===== config.mk =====
export PLATFORM = sky130hd
export DESIGN_NAME = join_shortest_queue_fifo_set
export DESIGN_NICKNAME = d
export VERILOG_FILES = /design/src/rtl/jsqfs_pkg.sv /design/src/rtl/jsqfs_ram.sv /design/src/rtl/join_shortest_queue_fifo_set.sv
export SDC_FILE = /design/constraint.sdc
export NUM_CORES = 1
export LEC_CHECK = 0
export ABC_AREA = 1
export BUFFER_PORTS_ARGS = -buffer_cell sky130_fd_sc_hd__buf_2
export CORE_MARGIN = 2
export CORE_UTILIZATION = 30
export DETAILED_ROUTE_END_ITERATION = 12
export GPL_TIMING_DRIVEN = 0
export PLACE_DENSITY = 0.55
export SYNTH_ARGS = -nofsm -noshare
export SYNTH_HDL_FRONTEND = slang
export SYNTH_SLANG_ARGS = --single-unit

===== constraint.sdc =====
create_clock -name clk -period 17.9 [get_ports clk]
set_input_delay 0 -clock clk [delete_from_list [all_inputs] [get_ports clk]]
set_output_delay 0 -clock clk [all_outputs]
set_load 0.01 [all_outputs]

===== src/rtl/jsqfs_pkg.sv =====
// shared types and codes for the join-shortest-queue fifo set
package jsqfs_pkg;

  localparam int NUM_Q = 3;

  typedef enum logic [1:0] {
    ST_OK      = 2'd0,
    ST_FULL    = 2'd1,
    ST_EMPTY   = 2'd2,
    ST_ILLEGAL = 2'd3
  } jsqfs_status_t;

  localparam logic       CMD_PUSH = 1'b0;
  localparam logic       CMD_POP  = 1'b1;
  localparam logic [1:0] LVL_ANY  = 2'd3;

endpackage


===== src/rtl/jsqfs_ram.sv =====
// generic single-port-write, single-port-read ram with registered read
module jsqfs_ram #(
  parameter int WIDTH = 32,
  parameter int DEPTH = 48
) (
  input  logic                     clk,
  input  logic                     wr_en,
  input  logic [$clog2(DEPTH)-1:0] wr_addr,
  input  logic [WIDTH-1:0]         wr_data,
  input  logic                     rd_en,
  input  logic [$clog2(DEPTH)-1:0] rd_addr,
  output logic [WIDTH-1:0]         rd_data
);

  logic [WIDTH-1:0] mem [DEPTH];

  always_ff @(posedge clk) begin
    if (wr_en) begin
      mem[wr_addr] <= wr_data;
    end
    if (rd_en) begin
      rd_data <= mem[rd_addr];
    end
  end

endmodule


===== src/rtl/join_shortest_queue_fifo_set.sv =====
// Three fifo queues sharing one ram. A push names a queue (or "any", which
// picks the queue with the fewest entries, lowest level on a tie), appends
// the item and then reports every entry of that queue front first, last one
// marked by out_tlast. A pop reports and removes the front entry. Errors
// (full queue, empty queue, pop with "any") give one result with a status
// code in out_tuser. The block takes one item at a time. A push is accepted,
// routed and written, its first ram read is issued, then results come out of
// the ram read port one per cycle while the output side does not stall. A pop
// or an error is accepted, routed (a pop reads the ram) and gives its result.
// The next item is taken once the last result sits in the output register.
module join_shortest_queue_fifo_set #(
  parameter int QUEUE_DEPTH = 16,
  parameter int KEY_WIDTH   = 16
) (
  input  logic        clk,
  input  logic        rst_n,
  input  logic        in_tvalid,
  output logic        in_tready,
  input  logic [39:0] in_tdata,   // queue_level[1:0], entry_key[17:2], entry_weight[33:18]
  input  logic        in_tuser,   // cmd
  output logic        out_tvalid,
  input  logic        out_tready,
  output logic [39:0] out_tdata,  // served_level[1:0], out_key[17:2], out_weight[33:18]
  output logic [1:0]  out_tuser,  // status
  output logic        out_tlast
);

  import jsqfs_pkg::*;

  localparam int SW = (KEY_WIDTH < 16) ? KEY_WIDTH : 16;
  localparam int PW = (QUEUE_DEPTH > 1) ? $clog2(QUEUE_DEPTH) : 1;
  localparam int CW = $clog2(QUEUE_DEPTH + 1);
  localparam int RD = NUM_Q * QUEUE_DEPTH;
  localparam int AW = $clog2(RD);
  localparam int DW = SW + 16;

  typedef enum logic [1:0] {S_IDLE, S_ROUTE, S_ISSUE, S_STREAM} state_t;

  state_t        st_r, st_nxt;
  logic          cmd_r, cmd_nxt;
  logic [1:0]    lvl_r, lvl_nxt;
  logic [SW-1:0] key_r, key_nxt;
  logic [15:0]   wgt_r, wgt_nxt;
  logic [1:0]    q_r, q_nxt;
  jsqfs_status_t sts_r, sts_nxt;
  logic [CW-1:0] n_r, n_nxt;
  logic [CW-1:0] i_r, i_nxt;
  logic [PW-1:0] head_r [NUM_Q];
  logic [PW-1:0] head_nxt [NUM_Q];
  logic [CW-1:0] fill_r [NUM_Q];
  logic [CW-1:0] fill_nxt [NUM_Q];

  logic          out_valid_r, out_valid_nxt;
  jsqfs_status_t out_sts_r, out_sts_nxt;
  logic [1:0]    out_lvl_r, out_lvl_nxt;
  logic [15:0]   out_key_r, out_key_nxt;
  logic [15:0]   out_wgt_r, out_wgt_nxt;
  logic          out_last_r, out_last_nxt;

  logic [1:0]    shortest;
  logic [1:0]    q_sel;
  logic [1:0]    a_q;
  logic [CW-1:0] a_off;
  logic [PW:0]   pos_sum;
  logic [PW-1:0] pos;
  logic [AW-1:0] ram_addr;
  logic          ram_we, ram_re;
  logic [DW-1:0] ram_rd;
  logic          out_free;
  logic          last_now;

  // fewest entries, lowest level wins a tie
  always_comb begin
    shortest = 2'd0;
    if (fill_r[1] < fill_r[0]) begin
      shortest = 2'd1;
    end
    if (fill_r[2] < fill_r[shortest]) begin
      shortest = 2'd2;
    end
  end

  always_comb begin
    if (lvl_r == LVL_ANY) begin
      q_sel = (cmd_r == CMD_PUSH) ? shortest : 2'd0;
    end else begin
      q_sel = lvl_r;
    end
  end

  // shared slot address unit: queue base plus wrapped head offset
  assign a_q      = (st_r == S_ROUTE) ? q_sel : q_r;
  assign pos_sum  = (PW + 1)'(head_r[a_q]) + (PW + 1)'(a_off);
  assign pos      = (pos_sum >= (PW + 1)'(QUEUE_DEPTH)) ?
                    PW'(pos_sum - (PW + 1)'(QUEUE_DEPTH)) : PW'(pos_sum);
  assign ram_addr = AW'(a_q) * AW'(QUEUE_DEPTH) + AW'(pos);

  assign out_free = !out_valid_r || out_tready;
  assign last_now = (CW'(i_r + 1'b1) == n_r);

  always_comb begin
    st_nxt        = st_r;
    cmd_nxt       = cmd_r;
    lvl_nxt       = lvl_r;
    key_nxt       = key_r;
    wgt_nxt       = wgt_r;
    q_nxt         = q_r;
    sts_nxt       = sts_r;
    n_nxt         = n_r;
    i_nxt         = i_r;
    head_nxt      = head_r;
    fill_nxt      = fill_r;
    out_valid_nxt = out_valid_r && !out_tready;
    out_sts_nxt   = out_sts_r;
    out_lvl_nxt   = out_lvl_r;
    out_key_nxt   = out_key_r;
    out_wgt_nxt   = out_wgt_r;
    out_last_nxt  = out_last_r;
    a_off         = '0;
    ram_we        = 1'b0;
    ram_re        = 1'b0;

    case (st_r)
      S_IDLE: begin
        if (in_tvalid) begin
          cmd_nxt = in_tuser;
          lvl_nxt = in_tdata[1:0];
          key_nxt = in_tdata[2 +: SW];
          wgt_nxt = in_tdata[33:18];
          st_nxt  = S_ROUTE;
        end
      end
      S_ROUTE: begin
        q_nxt = q_sel;
        n_nxt = CW'(1);
        i_nxt = '0;
        if (cmd_r == CMD_PUSH) begin
          if (fill_r[q_sel] == CW'(QUEUE_DEPTH)) begin
            // dropped item is echoed back with its own key and weight
            sts_nxt = ST_FULL;
            st_nxt  = S_STREAM;
          end else begin
            a_off           = fill_r[q_sel];
            ram_we          = 1'b1;
            fill_nxt[q_sel] = CW'(fill_r[q_sel] + 1'b1);
            n_nxt           = CW'(fill_r[q_sel] + 1'b1);
            sts_nxt         = ST_OK;
            st_nxt          = S_ISSUE;
          end
        end else if (lvl_r == LVL_ANY) begin
          sts_nxt = ST_ILLEGAL;
          key_nxt = '0;
          wgt_nxt = '0;
          st_nxt  = S_STREAM;
        end else if (fill_r[q_sel] == '0) begin
          sts_nxt = ST_EMPTY;
          key_nxt = '0;
          wgt_nxt = '0;
          st_nxt  = S_STREAM;
        end else begin
          // read the front slot at the old head, then advance it
          ram_re          = 1'b1;
          head_nxt[q_sel] = (head_r[q_sel] == PW'(QUEUE_DEPTH - 1)) ?
                            '0 : PW'(head_r[q_sel] + 1'b1);
          fill_nxt[q_sel] = CW'(fill_r[q_sel] - 1'b1);
          sts_nxt         = ST_OK;
          st_nxt          = S_STREAM;
        end
      end
      S_ISSUE: begin
        ram_re = 1'b1;
        st_nxt = S_STREAM;
      end
      S_STREAM: begin
        if (out_free) begin
          out_valid_nxt = 1'b1;
          out_sts_nxt   = sts_r;
          out_lvl_nxt   = q_r;
          out_last_nxt  = last_now;
          if (sts_r == ST_OK) begin
            out_key_nxt = 16'(ram_rd[SW-1:0]);
            out_wgt_nxt = ram_rd[DW-1:SW];
          end else begin
            out_key_nxt = 16'(key_r);
            out_wgt_nxt = wgt_r;
          end
          if (last_now) begin
            st_nxt = S_IDLE;
          end else begin
            i_nxt  = CW'(i_r + 1'b1);
            a_off  = CW'(i_r + 1'b1);
            ram_re = 1'b1;
          end
        end
      end
      default: begin
        st_nxt = S_IDLE;
      end
    endcase
  end

  always_ff @(posedge clk) begin
    cmd_r      <= cmd_nxt;
    lvl_r      <= lvl_nxt;
    key_r      <= key_nxt;
    wgt_r      <= wgt_nxt;
    q_r        <= q_nxt;
    sts_r      <= sts_nxt;
    n_r        <= n_nxt;
    i_r        <= i_nxt;
    out_sts_r  <= out_sts_nxt;
    out_lvl_r  <= out_lvl_nxt;
    out_key_r  <= out_key_nxt;
    out_wgt_r  <= out_wgt_nxt;
    out_last_r <= out_last_nxt;
    if (!rst_n) begin
      st_r        <= S_IDLE;
      out_valid_r <= 1'b0;
      for (int k = 0; k < NUM_Q; k++) begin
        head_r[k] <= '0;
        fill_r[k] <= '0;
      end
    end else begin
      st_r        <= st_nxt;
      out_valid_r <= out_valid_nxt;
      head_r      <= head_nxt;
      fill_r      <= fill_nxt;
    end
  end

  jsqfs_ram #(
    .WIDTH (DW),
    .DEPTH (RD)
  ) u_store (
    .clk     (clk),
    .wr_en   (ram_we),
    .wr_addr (ram_addr),
    .wr_data ({wgt_r, key_r}),
    .rd_en   (ram_re),
    .rd_addr (ram_addr),
    .rd_data (ram_rd)
  );

  assign in_tready  = (st_r == S_IDLE);
  assign out_tvalid = out_valid_r;
  assign out_tdata  = {6'd0, out_wgt_r, out_key_r, out_lvl_r};
  assign out_tuser  = out_sts_r;
  assign out_tlast  = out_last_r;

  a_fill_bound : assert property (@(posedge clk) disable iff (!rst_n)
    fill_r[0] <= CW'(QUEUE_DEPTH) && fill_r[1] <= CW'(QUEUE_DEPTH) &&
    fill_r[2] <= CW'(QUEUE_DEPTH))
    else $error("queue fill count beyond depth");

  a_last_ends_item : assert property (@(posedge clk) disable iff (!rst_n)
    (st_r == S_STREAM && out_free && last_now) |=> (st_r == S_IDLE))
    else $error("sequencer did not return to idle after last result");

  a_error_single : assert property (@(posedge clk) disable iff (!rst_n)
    (out_valid_r && out_sts_r != ST_OK) |-> out_last_r)
    else $error("error status result not marked last");

  a_no_ram_clash : assert property (@(posedge clk) disable iff (!rst_n)
    !(ram_we && ram_re))
    else $error("ram written and read in the same cycle");

endmodule

Word-level counts from Yosys, hierarchy flattened
Memories as Yosys holds them, arrays and structs flattened. A register that Yosys moved wholly into a read port is not among the register bits.
Cells that the tools add are included.
Operators by class
  reduce and logical (&&, ||, !) cells: 18
  eq/ne operators: 16
  multiplexer cells: 70
  add/sub/neg operators: 7
  $lt $le $gt $ge: 7
  bitwise logic cells: 5
Operator list (number)
  16-bit 2-to-1 mux: 7
  16-bit case mux with 2 select lines: 2
  15-bit 2-to-1 mux: 4
  5-bit 2-to-1 mux: 11
  15-bit bitwise mux: 2
  4-bit 2-to-1 mux: 7
  2-bit 2-to-1 mux: 11
  5-bit binary-select mux with 2-bit select: 2
  5-bit case mux with 2 select lines: 2
  4-bit binary-select mux with 2-bit select: 2
  2-bit != test, second input constant: 8
  1-bit 2-to-1 mux: 15
  12-bit bitwise mux: 1
  4-bit AND reduction: 3
  5-bit by 1-bit adder with 5-bit output, second input constant: 2
  5-bit demux with 2-bit select: 1
  5-bit < comparator: 2
  3-bit greater-or-equal comparator, second input constant: 3
  2-bit NOT with 3-bit output: 3
  4-bit demux with 2-bit select: 1
  2-bit case mux with 4 select lines: 1
  6-bit by 4-bit adder with 6-bit output: 1
  2-bit == test, second input constant: 3
  3-bit AND reduction: 2
  other kinds (21): 27
Word-level totals
  RAM bits: 1536
  logic and storage cells: 145
  bits in registers: 116
  memories: 1
Memory list
  u_store.mem: depth 48, bits a word 32, read ports 1, clocked after memory_dff 1, write ports 1, line jsqfs_ram.sv:15  | logic [WIDTH-1:0] mem [DEPTH];

Depth between registers and ports, before layout
  depth in word-level cells: 22
  depth in mapped cells: 40
  gate-level depth less buffers: 38

Hierarchy
Synthesis repeated with hierarchy kept, for this count alone.
Second synthesis, totals
  cell total of the unflattened synthesis: 5658
  area total of the unflattened synthesis: 68418.1 sq um
By module, submodules not included
  jsqfs_ram: area an instance 62418.6 sq um, cells an instance 5051, times used 1, sequential area each 47085.2 sq um
  join_shortest_queue_fifo_set: area an instance 5999.5 sq um, cells an instance 607, times used 1, sequential area each 3163.0 sq um

Least setup slack after synthesis
OpenSTA, ideal clock, no wires.
  kind: register to register
  start: register fill_r[12] (netlist name)
  end: memory u_store.mem[37][0], enable pin
  stages on the path, launching flop included: 35
  data required time: 17.479 ns
  period minus slack after synthesis: 7.168 ns
  setup slack: 10.732 ns
  arrival time: 6.746 ns
  cell sequence: dfxtp_1 -> inv_1 -> ha_1 -> nand2_1 -> nand2_1 -> nand2_1 -> nand3_2 -> nand2_1 -> o21ai_0 -> ha_1 -> a21oi_1 -> nor2_1 -> a211oi_1 -> nand2_1 -> nand2_1 -> nand2_2 -> inv_2 -> nand2_1 -> nand2_1 -> o21ai_0 -> ha_1 -> nand3_1 -> nand2_2 -> o22ai_1 -> ha_1 -> inv_1 -> fa_1 -> xnor2_1 -> inv_1 -> nor3_1 -> buf_2 -> buf_1 -> clkbuf_1 -> nand2_1 -> nor2_1
On the way
  word-level cells in the longest chain between the ends: 22
  elaborated cells between the ends (all ways): 33
  those cells by class: add/sub: 3; order compare: 3; eq/ne: 1; mux: 23; bitwise: 3
RTL lines
  start, declared: line join_shortest_queue_fifo_set.sv:50  | logic [CW-1:0] fill_r [NUM_Q];
  start signal, assigned: line join_shortest_queue_fifo_set.sv:227  | fill_r <= fill_nxt;
  5-bit < comparator: line join_shortest_queue_fifo_set.sv:75  | if (fill_r[1] < fill_r[0]) begin
  1-bit 2-to-1 mux: line join_shortest_queue_fifo_set.sv:75
  2-bit NOT with 3-bit output (not written as such): line join_shortest_queue_fifo_set.sv:78  | if (fill_r[2] < fill_r[shortest]) begin
  5-bit binary-select mux with 2-bit select: line join_shortest_queue_fifo_set.sv:78
  5-bit 2-to-1 mux (not written as such) (2 in series): line join_shortest_queue_fifo_set.sv:78
  5-bit < comparator: line join_shortest_queue_fifo_set.sv:78
  2-bit 2-to-1 mux: line join_shortest_queue_fifo_set.sv:78
  2-bit 2-to-1 mux: line join_shortest_queue_fifo_set.sv:85  | q_sel = (cmd_r == CMD_PUSH) ? shortest : 2'd0;
  (+5 left out)
  5-bit == test: line join_shortest_queue_fifo_set.sv:138  | if (fill_r[q_sel] == CW'(QUEUE_DEPTH)) begin
  5-bit 2-to-1 mux: line join_shortest_queue_fifo_set.sv:138
  5-bit 2-to-1 mux: line join_shortest_queue_fifo_set.sv:137  | if (cmd_r == CMD_PUSH) begin
  5-bit case mux with 2 select lines: line join_shortest_queue_fifo_set.sv:123  | case (st_r)
  4-bit by 5-bit adder with 5-bit output: line join_shortest_queue_fifo_set.sv:93  | assign pos_sum = (PW + 1)'(head_r[a_q]) + (PW + 1)'(a_off);
  4-bit by 1-bit subtractor with 4-bit output or 5-bit greater-or-equal comparator (tied branches): line join_shortest_queue_fifo_set.sv:95, join_shortest_queue_fifo_set.sv:94
  4-bit 2-to-1 mux: line join_shortest_queue_fifo_set.sv:94  | assign pos = (pos_sum >= (PW + 1)'(QUEUE_DEPTH)) ?
  6-bit by 4-bit adder with 6-bit output: line join_shortest_queue_fifo_set.sv:96  | assign ram_addr = AW'(a_q) * AW'(QUEUE_DEPTH) + AW'(pos);
  end, declared: line jsqfs_ram.sv:15
Several ways; a longest one is shown, not always the timed one. The select of a mux whose other input is x is not followed.

Worst setup path in the final report
  start: register fill_r[12] (netlist name)
  end: memory u_store.mem[5][25], enable pin
On the way
  elaborated cells between the ends (all ways): 33
  those cells by class: add/sub: 3; order compare: 3; eq/ne: 1; mux: 23; bitwise: 3
RTL lines
  5-bit < comparator: line join_shortest_queue_fifo_set.sv:75
  1-bit 2-to-1 mux: line join_shortest_queue_fifo_set.sv:75
  2-bit NOT with 3-bit output (not written as such): line join_shortest_queue_fifo_set.sv:78
  5-bit binary-select mux with 2-bit select: line join_shortest_queue_fifo_set.sv:78
  5-bit 2-to-1 mux (not written as such) (2 in series): line join_shortest_queue_fifo_set.sv:78
  5-bit < comparator: line join_shortest_queue_fifo_set.sv:78
  2-bit 2-to-1 mux (*): line join_shortest_queue_fifo_set.sv:78
  2-bit 2-to-1 mux (*): line join_shortest_queue_fifo_set.sv:85
  (+2 left out)
  via a_q[0]: line join_shortest_queue_fifo_set.sv:62  | logic [1:0] a_q;
  2-bit NOT with 3-bit output (not written as such): line join_shortest_queue_fifo_set.sv:93
  4-bit binary-select mux with 2-bit select: line join_shortest_queue_fifo_set.sv:93
  4-bit 2-to-1 mux (not written as such) (2 in series): line join_shortest_queue_fifo_set.sv:93
  4-bit by 5-bit adder with 5-bit output: line join_shortest_queue_fifo_set.sv:93
  4-bit by 1-bit subtractor with 4-bit output or 5-bit greater-or-equal comparator (tied branches): line join_shortest_queue_fifo_set.sv:95, join_shortest_queue_fifo_set.sv:94
  4-bit 2-to-1 mux: line join_shortest_queue_fifo_set.sv:94
  6-bit by 4-bit adder with 6-bit output (*): line join_shortest_queue_fifo_set.sv:96
The timed path passes the listed nets; every way through them passes the cells marked *. The select of a mux whose other input is x is not followed.

==> key figures <==
Run status
  – Status: finished, final reports clean

Yosys
  – Number of instances in the synthesized netlist: 4970
  – Synth Register Bits: 1684
  – Prevailing post-synth register cell: sky130_fd_sc_hd__edfxtp_1
  – Warnings from Yosys: 0
  – Number of enable flip-flop cells after synthesis: ~1700
  – Seq/Total Area, Yosys: 76.1%
  – Asr flop ratio synth: 0%
  – Synthesized area per cell: roughly 13 um2
  – Distinct cells, synth: 43
  – Netlist Area Pre-Place: 66000 um2

Placed design
  – Cell total after placement: 8043
  – Routability Congestion: 1.00
  – IO buf count: 77
  – Sum of net half-perimeters after detailed placement: 150000 um

CTS
  – Sinks on the clock net: approximately 1700
  – Depth of the CTS H-tree: 4
  – Post-CTS Hold Buffers: 56
  – Worst-case clock buffer depth: 3
  – Total clock buffers created by CTS: roughly 170
  – Clock transition at the register clock pins on the worst setup and hold paths after CTS: around 0.07 ns
  – Post-CTS Repair Setup Buffers: 0
  – Clk Tree Root Cell: sky130_fd_sc_hd__clkbuf_16
  – Number of cells upsized or downsized after cts: 0
  – Clock tree from TritonCTS: yes
  – Insertion delay to the later sink of the worst-skew pair: about 0.83 ns

Floorplan
  – Die X-Extent: 473 um
  – Die Area: 224000 um2
  – Core outline area: 219000 um2
  – Site Rows: 172
  – Starting Density: 30.1%
  – Die H: roughly 470 um
  – I/O pins: 90

Final layout
  – Leading cell type in the layout, fill and taps excluded: sky130_fd_sc_hd__edfxtp_1
  – Total number of nets in the final design: roughly 5500
  – Finished Layout Cells: 8406
  – Number of fill cells: just over 20000
  – Synth-to-Final Area Change: 20.1%
  – Fraction of layout cells with a size suffix above 1: between 10% and 20%
  – Most frequent cells in the layout: sky130_fd_sc_hd__edfxtp_1, sky130_fd_sc_hd__nand2_1, sky130_fd_sc_hd__a21oi_1

Critical path
  – Worst path slowest cell: sky130_fd_sc_hd__xnor2_1
  – Element type at the critical path start: flip-flop
  – Crit end category: flip-flop
  – Worst stage delay on the critical path: roughly 0.90 ns
  – Data arrival time of the worst path: 11.69 ns
  – Cells on worst reg2reg path: 32
  – Reg-to-reg slack, setup: 6.72 ns
  – Critical Setup Path Class: flip-flop to flip-flop
  – Required time at the endpoint of the critical path: 18.41 ns
  – Maximum fanout along the worst path: 17

Flow run
  – Max-capacitance violation count: 0

Route
  – Vias per cell: slightly above 5
  – Routed wire length: about 210000 um
  – Number of vias in the routed layout: about 42000
  – Routed wire per std cell: 25.3 um
  – Post-detailed-route count of antenna-violating nets: 0
  – DR DRC count: 0
  – Detailed-routing iteration count for the pre-antenna-repair pass: 6
  – Initial drt markers: between 5000 and 6000

Timing
  – Maximum operating frequency: 89.4 MHz
  – Final number of hold-violating endpoints: 0
  – Relative max-transition margin: 5.53%
  – Unrepaired setup endpoints after global routing: false
  – Count of endpoints failing setup in the final report: 0
  – Final worst path period share: 62.5%
  – Min Clock Period, post-route: 11.18 ns
  – Tightest Pin Transition: 1.42 ns
  – Sum Neg Setup Slack: 0 ns
  – Worst Skew: 0.0334 ns
  – Max-slew violation count: 0

Hold path
  – Hold depth: 4
  – Worst Hold Class: input port to flip-flop

GRT
  – Pin count of the biggest net entering global routing: 32
  – Via count of the first global-routing pass: 40300
  – Global-route usage over all layers: 18.6%
  – GR Util met2: 29.6%
  – Global routing's busiest layer: met2
  – Global-route met1 utilization: around a quarter
  – Initial antenna violation count: 6
  – Global-route wire length before repair: 298000 um
  – Met3 capacity usage during global routing: 4.21%
  – Final global-route overflow total: 0
-- cells by family after synthesis --
group,count (synthesis),synth area share (%)
and+or+nand+nor,1933,12.1
DFF,1684,76.1
AOI/OAI and AO/OA,739,6.89
buffers and inverters,496,3.03
muxes,85,1.35
adders and majority gates,21,0.409
xor gates and xnor gates,11,0.146
other,1,0.00568
-- synth_stat cells (all sizes together) (32+ instances only) --
cell type,count,share of area [%]
nand2,1085,6.2
a21oi,481,3.7
clkbuf,181,1.0
nand3,354,2.7
buf,85,0.70
edfxtp,1652,75
o21ai,35,0.28
nor2,427,2.4
a22o,139,1.8
mux2i,53,0.80
mux2,32,0.55
dfxtp,32,0.97
nand4,58,0.57
inv,230,1.3
o32ai,53,0.70
-- layout make-up --
type                    count  area [um2]  share of cell area [%]
flip-flops and latches   1684       50200                    63.4
multi-input cells        2795       14200                    17.9
clock buffers             203        4480                    5.65
repair buffers            253        3900                    4.91
well taps                2871        3590                    4.53
plain buffers             266        1150                    1.45
clock inverters           103         890                    1.12
inverters                 230         863                    1.09
diodes                      1        2.50                 0.00316
-- sequential cells by signal (all words and copies together) (netlist names), named ones only --
register and flops:
out_wgt_r 16, wgt_r 16, out_lvl_r 2, n_r 5, key_r 16, lvl_r 2, out_tuser 2, u_store.rd_data 32
out_key_r 16, out_tlast 1, head_r 12, fill_r 12, st_r 2, cmd_r 1, out_tvalid 1, u_store.mem 1536
sts_r 2, i_r 5, q_r 2
-- final timing paths --
check	from	to
hold / removal	in_tdata[14]	key_r[12]
setup / recovery	fill_r[12]	u_store.mem[5][25]
hold reg to reg	q_r[0]	out_lvl_r[0]
setup reg to reg	fill_r[12]	u_store.mem[5][25]
-- critical path: cells and delay by family, from the launching register on --
family                     cells  cell delay [ns]
AOI/OAI and AO/OA              4             0.75
xor gates and xnor gates       1             0.90
DFF                            1             0.39
adders and majority gates      3             0.89
buffers and inverters         11             3.52
and+or+nand+nor               13             4.32
-- metrics by stage --
stage / worst slack [ns] / util, % / instance area [um2] / hold slack, ns
floorplan: 10.73 / - / 66000 / 0.0989
global placement: 5.41 / 31.9 / 70000 / 0.180
detailed placement: 7.12 / 33.5 / 73400 / 0.179
CTS: 7.02 / 36.2 / 79300 / 0.000390
global route: 6.34 / 36.2 / 79300 / 0.0419
finish: 6.72 / 36.2 / 79300 / 0.0408
-- per-layer routing --
layer	vias to the layer above	wire [um]
li1	18800	-
met1	21400	88200
met2	1898	98200
met3	329	20000
met4	2	6660
met5	-	13
Power is not shown: default switching activity piles up to over one toggle a cycle in this logic, so the estimate is an artifact.
